===== src/rtl/core/drr_pkg.sv =====
package drr_pkg;

	localparam int MAX_ITEMS     = 64;
	localparam int VALUE_BITS    = 32;
	localparam int IN_DATA_BITS  = 32;
	localparam int CODE_BITS     = 6;
	localparam int OUT_DATA_BITS = 8;
	localparam int IDX_BITS      = (MAX_ITEMS > 1) ? $clog2(MAX_ITEMS) : 1;
	localparam int CNT_BITS      = $clog2(MAX_ITEMS + 1);

	typedef logic [VALUE_BITS-1:0] value_t;
	typedef logic [IDX_BITS-1:0]   idx_t;
	typedef logic [CNT_BITS-1:0]   cnt_t;
	typedef logic [CODE_BITS-1:0]  code_t;

	// Request from the load side to the rank engine.
	typedef struct packed {
		logic start;
		cnt_t count;
	} rank_req_t;

	// Read port of the code store, used while the codes go out.
	typedef struct packed {
		logic en;
		idx_t addr;
	} code_rd_t;

endpackage


===== src/rtl/core/dense_rank_recoder_top.sv =====
// Dense rank recoder. Values stream in on the slave side at one transfer per
// cycle while the block is loading and are written to a 64-entry value memory;
// values beyond the capacity are dropped and flag overflow on every code of that
// set. After the transfer that carries tlast the block stops accepting input and
// ranks the set: it sweeps the value memory once per distinct value plus once
// more, reading one entry per cycle through its single read port. The codes then
// leave in load order from a code memory; the next code read is not started
// before the previous code has reached the output register.
// Input is taken again as soon as the final code sits in the output register.
module dense_rank_recoder_top import drr_pkg::*; (
	input  logic                     clk,
	input  logic                     arst_n,
	input  logic                     s_tvalid,
	output logic                     s_tready,
	input  logic [IN_DATA_BITS-1:0]  s_tdata,   // value
	input  logic                     s_tlast,   // last
	output logic                     m_tvalid,
	input  logic                     m_tready,
	output logic [OUT_DATA_BITS-1:0] m_tdata,   // code, then zero fill
	output logic                     m_tlast,   // last_res
	output logic                     m_tuser    // overflow
);

	typedef enum logic [2:0] {
		PH_LOAD = 3'b001,
		PH_RANK = 3'b010,
		PH_EMIT = 3'b100
	} phase_t;

	phase_t    phase_q;
	cnt_t      count_q;
	logic      ovf_q;
	logic      start_q;
	cnt_t      emit_idx_q;
	logic      pend_s1;
	logic      pend_last_s1;
	logic      m_valid_q;
	code_t     m_code_q;
	logic      m_last_q;
	logic      m_ovf_q;

	logic      acc;
	logic      room;
	logic      rk_done;
	logic      vrd_en;
	idx_t      vrd_addr;
	value_t    vrd_data;
	code_t     crd_data;
	rank_req_t req;
	code_rd_t  crd;

	assign s_tready = (phase_q == PH_LOAD);
	assign acc      = s_tvalid && s_tready;
	assign room     = (count_q < cnt_t'(MAX_ITEMS));

	assign req.start = start_q;
	assign req.count = count_q;

	// A code read is started only when the output register is free by the
	// time the data comes back.
	assign crd.en   = (phase_q == PH_EMIT) && (emit_idx_q < count_q) && !pend_s1
		&& (!m_valid_q || m_tready);
	assign crd.addr = emit_idx_q[IDX_BITS-1:0];

	drr_value_mem u_value_mem (
		.clk   (clk),
		.we    (acc && room),
		.waddr (count_q[IDX_BITS-1:0]),
		.wdata (value_t'(s_tdata)),
		.re    (vrd_en),
		.raddr (vrd_addr),
		.rdata (vrd_data)
	);

	drr_ranker u_ranker (
		.clk      (clk),
		.arst_n   (arst_n),
		.req      (req),
		.done     (rk_done),
		.vrd_en   (vrd_en),
		.vrd_addr (vrd_addr),
		.vrd_data (vrd_data),
		.crd      (crd),
		.crd_data (crd_data)
	);

	always_ff @(posedge clk or negedge arst_n) begin
		if (!arst_n) begin
			phase_q    <= PH_LOAD;
			count_q    <= '0;
			ovf_q      <= 1'b0;
			start_q    <= 1'b0;
			emit_idx_q <= '0;
			pend_s1    <= 1'b0;
			m_valid_q  <= 1'b0;
		end else begin
			start_q <= 1'b0;
			if (pend_s1) begin
				m_valid_q <= 1'b1;
			end else if (m_valid_q && m_tready) begin
				m_valid_q <= 1'b0;
			end
			unique case (phase_q)
				PH_LOAD: begin
					if (acc) begin
						if (room) begin
							count_q <= count_q + cnt_t'(1);
						end else begin
							ovf_q <= 1'b1;
						end
						if (s_tlast) begin
							phase_q <= PH_RANK;
							start_q <= 1'b1;
						end
					end
				end
				PH_RANK: begin
					if (rk_done) begin
						phase_q    <= PH_EMIT;
						emit_idx_q <= '0;
					end
				end
				PH_EMIT: begin
					if (crd.en) begin
						emit_idx_q <= emit_idx_q + cnt_t'(1);
						pend_s1    <= 1'b1;
					end
					if (pend_s1) begin
						pend_s1 <= 1'b0;
						if (pend_last_s1) begin
							phase_q <= PH_LOAD;
							count_q <= '0;
							ovf_q   <= 1'b0;
						end
					end
				end
				default: begin
					phase_q <= PH_LOAD;
				end
			endcase
		end
	end

	always_ff @(posedge clk) begin
		if (crd.en) begin
			pend_last_s1 <= ((emit_idx_q + cnt_t'(1)) == count_q);
		end
		if (pend_s1) begin
			m_code_q <= crd_data;
			m_last_q <= pend_last_s1;
			m_ovf_q  <= ovf_q;
		end
	end

	assign m_tvalid = m_valid_q;
	assign m_tdata  = {{(OUT_DATA_BITS - CODE_BITS){1'b0}}, m_code_q};
	assign m_tlast  = m_last_q;
	assign m_tuser  = m_ovf_q;

endmodule


===== src/rtl/core/drr_value_mem.sv =====
module drr_value_mem import drr_pkg::*; (
	input  logic   clk,
	input  logic   we,
	input  idx_t   waddr,
	input  value_t wdata,
	input  logic   re,
	input  idx_t   raddr,
	output value_t rdata
);

	value_t mem [MAX_ITEMS];
	value_t rdata_q;

	always_ff @(posedge clk) begin
		if (we) begin
			mem[waddr] <= wdata;
		end
		if (re) begin
			rdata_q <= mem[raddr];
		end
	end

	assign rdata = rdata_q;

endmodule


===== src/rtl/core/drr_ranker.sv =====
module drr_ranker import drr_pkg::*; (
	input  logic      clk,
	input  logic      arst_n,
	input  rank_req_t req,
	output logic      done,
	output logic      vrd_en,
	output idx_t      vrd_addr,
	input  value_t    vrd_data,
	input  code_rd_t  crd,
	output code_t     crd_data
);

	typedef enum logic [1:0] {
		RK_IDLE = 2'b01,
		RK_SCAN = 2'b10
	} rk_state_t;

	rk_state_t state_q;
	cnt_t      n_q;
	cnt_t      rd_idx_q;
	logic      vld_s1;
	idx_t      idx_s1;
	value_t    thr_q;
	logic      have_thr_q;
	code_t     rank_q;
	value_t    best_q;
	logic      best_vld_q;
	logic      done_q;

	code_t     code_mem [MAX_ITEMS];
	code_t     crd_q;

	logic      issue;
	logic      hit;
	logic      take;
	logic      pass_end;
	value_t    nxt_best;
	logic      nxt_best_vld;

	// Each pass walks the whole store once. It writes the current rank for every
	// entry equal to the threshold and looks for the smallest value above it.
	assign issue    = (state_q == RK_SCAN) && (rd_idx_q < n_q);
	assign vrd_en   = issue;
	assign vrd_addr = rd_idx_q[IDX_BITS-1:0];

	assign hit  = vld_s1 && have_thr_q && (vrd_data == thr_q);
	assign take = vld_s1 && (!have_thr_q || (vrd_data > thr_q))
		&& (!best_vld_q || (vrd_data < best_q));
	assign nxt_best     = take ? vrd_data : best_q;
	assign nxt_best_vld = best_vld_q || take;
	assign pass_end     = vld_s1 && ((cnt_t'(idx_s1) + cnt_t'(1)) == n_q);

	always_ff @(posedge clk or negedge arst_n) begin
		if (!arst_n) begin
			state_q    <= RK_IDLE;
			n_q        <= '0;
			rd_idx_q   <= '0;
			vld_s1     <= 1'b0;
			have_thr_q <= 1'b0;
			rank_q     <= '0;
			best_vld_q <= 1'b0;
			done_q     <= 1'b0;
		end else begin
			vld_s1 <= issue;
			done_q <= 1'b0;
			unique case (state_q)
				RK_IDLE: begin
					if (req.start) begin
						n_q        <= req.count;
						rd_idx_q   <= '0;
						have_thr_q <= 1'b0;
						rank_q     <= '0;
						best_vld_q <= 1'b0;
						state_q    <= RK_SCAN;
					end
				end
				RK_SCAN: begin
					if (issue) begin
						rd_idx_q <= rd_idx_q + cnt_t'(1);
					end
					if (vld_s1) begin
						best_vld_q <= nxt_best_vld;
					end
					if (pass_end) begin
						if (!nxt_best_vld) begin
							state_q <= RK_IDLE;
							done_q  <= 1'b1;
						end else begin
							have_thr_q <= 1'b1;
							rank_q     <= have_thr_q ? rank_q + code_t'(1) : '0;
							best_vld_q <= 1'b0;
							rd_idx_q   <= '0;
						end
					end
				end
				default: begin
					state_q <= RK_IDLE;
				end
			endcase
		end
	end

	always_ff @(posedge clk) begin
		idx_s1 <= rd_idx_q[IDX_BITS-1:0];
		if (vld_s1) begin
			best_q <= nxt_best;
		end
		if (pass_end && nxt_best_vld) begin
			thr_q <= nxt_best;
		end
	end

	always_ff @(posedge clk) begin
		if (hit) begin
			code_mem[idx_s1] <= rank_q;
		end
		if (crd.en) begin
			crd_q <= code_mem[crd.addr];
		end
	end

	assign done     = done_q;
	assign crd_data = crd_q;

endmodule

===== config.mk =====
export PLATFORM = sky130hd
export DESIGN_NAME = dense_rank_recoder_top
export DESIGN_NICKNAME = d
export VERILOG_FILES = /design/src/rtl/core/drr_pkg.sv /design/src/rtl/core/dense_rank_recoder_top.sv /design/src/rtl/core/drr_value_mem.sv /design/src/rtl/core/drr_ranker.sv
export SDC_FILE = /design/constraint.sdc
export NUM_CORES = 2
export LEC_CHECK = 0
export BUFFER_PORTS_ARGS = -buffer_cell sky130_fd_sc_hd__buf_2
export CAP_MARGIN = 20
export CORE_ASPECT_RATIO = 0.8
export CORE_MARGIN = 4
export CORE_UTILIZATION = 59
export CTS_CLUSTER_SIZE = 28
export DETAILED_ROUTE_END_ITERATION = 12
export MAX_ROUTING_LAYER = met4
export PLACE_DENSITY = 0.85
export SYNTH_ARGS = -nofsm -noshare
export SYNTH_HDL_FRONTEND = slang
export SYNTH_SLANG_ARGS = --single-unit

===== constraint.sdc =====
create_clock -name clk -period 4 [get_ports clk]
set_input_delay 0.8 -clock clk [delete_from_list [all_inputs] [get_ports clk]]
set_output_delay 0.8 -clock clk [all_outputs]
set_load 0.02 [all_outputs]

Word-level counts from Yosys, hierarchy flattened
Memory sizes are Yosys's and may differ from the RTL's. A register that Yosys moved wholly into a read port is not among the register bits.
Cells that the tools add are included.
{ "totals": {"output_inout_bits": 12, "wordCells": 143, "mem_bits_rw": 2432, "mem_count": 2, "input_bits": 37, "regBits": 126} }
{ "memory_table": {"columns": ["memory", "words", "width", "read_ports", "rd_ports_with_merged_regs", "write_ports", "line", "source"], "rows": [
  ["u_value_mem.mem", 64, 32, 1, 1, 1, "drr_value_mem.sv:11", "value_t mem [MAX_ITEMS];"],
  ["u_ranker.code_mem", 64, 6, 1, 1, 1, "drr_ranker.sv:30", "code_t code_mem [MAX_ITEMS];"]
]} }
{ "op_classes": {"order_cmp": 5, "reduce_logical": 33, "addsub": 5, "n_mux": 56, "eq_ne": 20} }
{ "op_table": {"columns": ["op", "count"], "rows": [
  ["two-way mux 7 bit", 10],
  ["one-hot mux 7 bit (2 select lines)", 3],
  ["== test 32 bit", 1],
  ["greater-than comparator 32 bit", 1],
  ["< comparator 32 bit", 1],
  ["two-way mux 32 bit", 1],
  ["two-way mux 1 bit", 24],
  ["two-way mux 6 bit", 4],
  ["adder 7 x 1 -> 7 bit, second input constant", 3],
  ["two-way mux 3 bit", 5],
  ["AND reduction 5 bit", 3],
  ["== test 7 bit", 2],
  ["< comparator 7 bit", 2],
  ["logical AND 1 bit", 13],
  ["inequality test 2 x 1 -> 1 bit, second input constant", 6],
  ["inequality test 2 bit, second input constant", 6],
  ["one-hot mux 6 bit (2 select lines)", 1],
  ["one-hot mux 3 bit (3 select lines)", 1],
  ["nonzero test 2 bit", 4],
  ["adder 6 x 1 -> 7 bit, second input constant", 1],
  ["< comparator 7 bit, second input constant", 1],
  ["adder 6 x 1 -> 6 bit, second input constant", 1],
  ["two-way mux 2 bit", 3],
  ["one-hot mux 1 bit (2 select lines)", 3],
  ["11 further kinds", 19]
]} }

Logic depth before layout (Yosys ltp)
{ "depth": {"ltp_word": 9, "mapped_depth": 14, "depth_no_buf": 10} }

Modules after synthesis
A second synthesis with hierarchy kept.
{ "hier_totals": {"cells_unflattened": 4612, "hier_area_um2": 101172.0} }
{ "by_module_without_submodules": {"columns": ["mod", "area_per_inst_um2", "instances", "cells_each", "seq_area_each_um2"], "rows": [
  ["drr_value_mem", 78835.6, 1, 3324, 62459.9],
  ["drr_ranker", 20707.4, 1, 1134, 14405.1],
  ["dense_rank_recoder_top", 1629.1, 1, 154, 797.0]
]} }

Worst setup path after synthesis
No wires, ideal clock.
{ "synth_timing": {"path_type": "reg-to-reg", "startpoint": "reg phase_q[0]", "endpoint": "mem u_value_mem.mem[63][0] in the netlist's numbering, enable pin", "n_path_buf": 0, "setup_ns": 0.421, "arrival_ns": 3.476, "stages_incl_launch_ff": 7, "synth_period_minus_slack_ns": 3.897, "slack_ns": 0.103, "required_ns": 3.579, "cell_sequence": "dfstp_2 nor3b_1 nand2_1 nor2_1 and2_1 nand3_1 nor2_1"} }
{ "synth_between": {"elab_chain_cells": 5} }
{ "synth_lines": {"columns": ["element", "line", "source"], "rows": [
  ["start, declared", "dense_rank_recoder_top.sv:30", "phase_t phase_q;"],
  ["start signal, assigned", "dense_rank_recoder_top.sv:89", "phase_q <= PH_LOAD;"],
  ["start signal, assigned", "dense_rank_recoder_top.sv:112", "phase_q <= PH_RANK;"],
  ["start signal, assigned", "dense_rank_recoder_top.sv:119", "phase_q <= PH_EMIT;"],
  ["== test 3 x 1 -> 1 bit", "dense_rank_recoder_top.sv:52", "assign s_tready = (phase_q == PH_LOAD);"],
  ["named net s_tready", "dense_rank_recoder_top.sv:14", "output logic s_tready,"],
  ["logical AND 1 bit", "dense_rank_recoder_top.sv:53", "assign acc = s_tvalid && s_tready;"],
  ["logical AND 1 bit", "dense_rank_recoder_top.sv:67", ".we (acc && room),"],
  ["two-way mux 1 bit", "drr_value_mem.sv:15", "if (we) begin"],
  ["two-way mux 1 bit (not written as such)", "drr_value_mem.sv:16", "mem[waddr] <= wdata;"],
  ["end, declared", "drr_value_mem.sv:11", null]
]} }
The timed path passes the listed nets, and every way through them passes these cells.

Worst setup path after layout
{ "layout_timing": {"startpoint": "reg phase_q[0]", "endpoint": "mem u_value_mem.mem[33][31] in the netlist's numbering, enable pin"} }
{ "layout_between": {"elab_chain_cells": 5} }
{ "layout_lines": {"columns": ["element", "line"], "rows": [
  ["== test 3 x 1 -> 1 bit", "dense_rank_recoder_top.sv:52"],
  ["logical AND 1 bit", "dense_rank_recoder_top.sv:53"],
  ["logical AND 1 bit", "dense_rank_recoder_top.sv:67"],
  ["two-way mux 1 bit", "drr_value_mem.sv:15"],
  ["two-way mux 1 bit (not written as such)", "drr_value_mem.sv:16"]
]} }
Every way passes these cells.

==> results.sh <==
export IMPL_die_width_um=471
export IMPL_synthArstFlopShare_pct=1.81
export IMPL_crit_path_max_fanout=22
export IMPL_syn_inst=4465
export IMPL_initial_core_util_pct=59.5
export IMPL_netlist_area_um2=101000
export IMPL_insertion_delay_ns=0.88
export IMPL_grt_overflow=0
export IMPL_placeableCoreArea_um2=170000
export IMPL_drc=0
export IMPL_areaGrowthSynthToFinish_pct=12.9
export IMPL_avgSynthCellArea_um2=22.6
export IMPL_synth_edf_count=2543
export IMPL_cts_root_buf="clkbuf_16"
export IMPL_synthFlopType="edfxtp_1"
export IMPL_post_place_cells=6743
export IMPL_antenna_found_initial=24
export IMPL_viasPerCell=7.43
export IMPL_seq_area_frac_synth_pct=76.9
export IMPL_grt_max_degree=88
export IMPL_htreeDepth=4
export IMPL_gp_congestion=0.848
export IMPL_cts_resized=0
export IMPL_tns_ns=0
export IMPL_ys_types=67
export IMPL_required_ns=4.48
export IMPL_holdBufCountCts=0
export IMPL_finalHoldViolCount=0
export IMPL_power_leakage_nw=35.2
export IMPL_clock_skew_ns=0.0971
export IMPL_tightest_slew_ns=1.18
export IMPL_drt_total_wl_um=294000
export IMPL_criticalPathCategory="reg2reg"
export IMPL_fp_dieH_um=378
export IMPL_drive_gt1_share_pct=29.7
export IMPL_yosysWarnings=0
export IMPL_cts_tree="built"
export IMPL_fin_crit_sh_pct=96.8
export IMPL_place_hpwl_um=149000
export IMPL_ys_ff_latch=2596
export IMPL_pwr_density_cell_nw_per_um2=537
export IMPL_whs_ns=0.0905
export IMPL_first_pass_iters=6
export IMPL_finalPower_w=0.0612
export IMPL_fin_cells=7214
export IMPL_cp_endpoint="u_value_mem.mem[33][31]"
export IMPL_r2r_end="u_value_mem.mem[33][31]"
export IMPL_r2r_start="phase_q[0]"
export IMPL_worst_ep_arrival_time_ns=4.36
export IMPL_final_nets=4856
export IMPL_cp_start_kind="flop"
export IMPL_vias=53600
export IMPL_max_freq_mhz=258
export IMPL_numCtsBuffers=222
export IMPL_fin_util_pct=67.2
export IMPL_setup_viol_count_final=0
export IMPL_critPathCaptureType="flop"
export IMPL_clockBufferDepth=3
export IMPL_rsz0062_at_grt="false"
export IMPL_ant_nets=0
export IMPL_numPortBuffers=46
export IMPL_io_pins=49
export IMPL_max_vdd_ir_drop_mv=0.782
export IMPL_drt_initial_drc_count=10300
export IMPL_regToRegSetupSlack_ns=0.13
export IMPL_crit_start="phase_q[0]"
export IMPL_wire_per_inst_um=40.7
export IMPL_clkTransAtPathRegs_ns=0.07
export IMPL_cap_violations=0
export IMPL_post_cts_buffers=0
export IMPL_grtUsageTotal_pct=34.2
export IMPL_grt_pass1_wl_um=411000
export IMPL_period_minus_slack_ns=3.87
export IMPL_grt_pass1_vias=53300
export IMPL_min_path_type="in2async"
export IMPL_clkSinkCount=2596
export IMPL_status="complete, no violations"
export IMPL_drv_slew=0
export IMPL_slew_headroom_pct=21.6
export IMPL_r2r_cells=7
export IMPL_fp_dieArea_um2=178000
export IMPL_row_count=135
cell families (layout without fill, tap and decap cells):
| logic type | count (synthesis) | count (layout) | synth area share, % |
|---|---|---|---|
| other | 1 | 26 | 0.00371 |
| buffers and inverters | 315 | 779 | 1.30 |
| adder cells (fa/ha/maj) | 81 | 81 | 1.00 |
| XOR/XNOR | 24 | 24 | 0.208 |
| flip-flops | 2596 | 2596 | 76.9 |
| multiplexers | 858 | 858 | 17.6 |
| AND/OR/NAND/NOR | 349 | 349 | 1.57 |
| AO/OA/AOI/OAI | 241 | 241 | 1.49 |
stage by stage:
step / worst slack [ns] / area [um^2]
after CTS: 0.280 / 113000
after global placement: 0.452 / 106000
after detailed placement: 0.409 / 106000
after floorplan: 0.103 / 101000
final: 0.128 / 114000
after global routing: 0.0999 / 114000
worst max-delay path: stages (launching register included):
cell and delay [ns]:
dfstp_2 0.56, nor3b_1 0.38, nand2_1 0.18, nor2_1 0.36, and2_1 0.29, nand2_1 0.69, nor2_4 0.68, buf_12 0.27
per-layer routing:
layer | routed length, um | share of wire (%) | track usage [%]
met4 | 18900 | 6.5 | 17.3
met3 | 40500 | 14 | 9.13
met5 | 0 | 0 | -
met2 | 142000 | 48 | 52.8
met1 | 92400 | 31 | 42.4
final cells by class:
class                           count  area (um^2)
Multi-Input combinational cell   1555        22600
Tap cell                         2260         2830
Sequential cell                  2596        77700
Inverter                           97          364
Clock buffer                      262         5730
Clock inverter                    154         1590
Fill cell                        9360        55700
Timing Repair Buffer              266         3210
Antenna cell                       24         60.1
cell usage in the layout (no fill, tap or decap), types with 63 or more instances in the layout:
cell type,Yosys,layout
buf_12,0,100
mux2i_1,76,76
inv_1,93,92
nand2_1,77,77
nor2_4,0,63
ha_1,81,81
edfxtp_1,2543,2543
nor2_1,160,97
a21oi_1,81,80
clkbuf_16,0,223
mux4_2,726,726
buf_4,6,116
cell usage after synthesis (5+ instances only):
| library cell | n | area (um^2) |
|---|---|---|
| nor2_1 | 160 | 601 |
| mux4_2 | 726 | 16400 |
| xor2_1 | 11 | 96.3 |
| a211oi_1 | 5 | 37.5 |
| o21a_1 | 5 | 37.5 |
| or2_2 | 6 | 37.5 |
| buf_4 | 6 | 45.0 |
| mux2_2 | 53 | 597 |
| nor3_1 | 11 | 55.1 |
| dfrtp_1 | 45 | 1130 |
| inv_1 | 93 | 349 |
| a31oi_1 | 6 | 37.5 |
| a21o_1 | 10 | 75.1 |
| nand4_1 | 14 | 87.6 |
| edfxtp_1 | 2543 | 76400 |
| o21ai_0 | 48 | 240 |
| and3_1 | 10 | 62.6 |
| nand3b_1 | 6 | 45.0 |
| a21oi_1 | 81 | 405 |
| xnor2_1 | 13 | 114 |
| clkbuf_1 | 114 | 428 |
| buf_2 | 60 | 300 |
| ha_1 | 81 | 1010 |
| nand2_1 | 77 | 289 |
| dfxtp_1 | 6 | 120 |
| and4_1 | 7 | 61.3 |
| buf_1 | 34 | 128 |
| o221ai_1 | 26 | 228 |
| nand2b_1 | 7 | 43.8 |
| mux2i_1 | 76 | 761 |
| o22ai_1 | 27 | 169 |
| nand3_1 | 28 | 140 |
| and2_1 | 6 | 37.5 |
worst min path at each step:
stage	startpoint	to	slack (ns)	cells after the start
2_1_floorplan	u_ranker.rd_idx_q[0]	u_ranker.idx_s1[0]	0.37	0
3_3_place_gp	u_ranker.crd_data[2]	m_code_q[2]	0.48	0
3_5_place_dp	u_ranker.crd_data[4]	m_code_q[4]	0.47	0
4_1_cts	arst_n	m_tvalid	0.07	1
5_1_grt	arst_n	u_ranker.rank_q[5]	0.12	1
6_report	arst_n	u_ranker.rank_q[5]	0.09	1
flip-flops by register name, indices dropped and copies added (netlist names), 7 cells and up:
| name | cells |
|---|---|
| emit_idx_q | 7 |
| u_ranker.rd_idx_q | 7 |
| u_ranker.best_q | 32 |
| count_q | 7 |
| u_value_mem.rdata | 32 |
| u_ranker.n_q | 7 |
| u_value_mem.mem | 2048 |
| u_ranker.code_mem | 384 |
| u_ranker.thr_q | 32 |
report_power, final:
part / switching [W] / internal (W) / total [W] / leakage [nW]
Clock: 0.0103 / 0.0119 / 0.0222 / 3.52
Sequential: 0.000186 / 0.0298 / 0.0300 / 23.0
Combinational: 0.00447 / 0.00450 / 0.00897 / 8.64
Power figures use the tool's default switching activity.
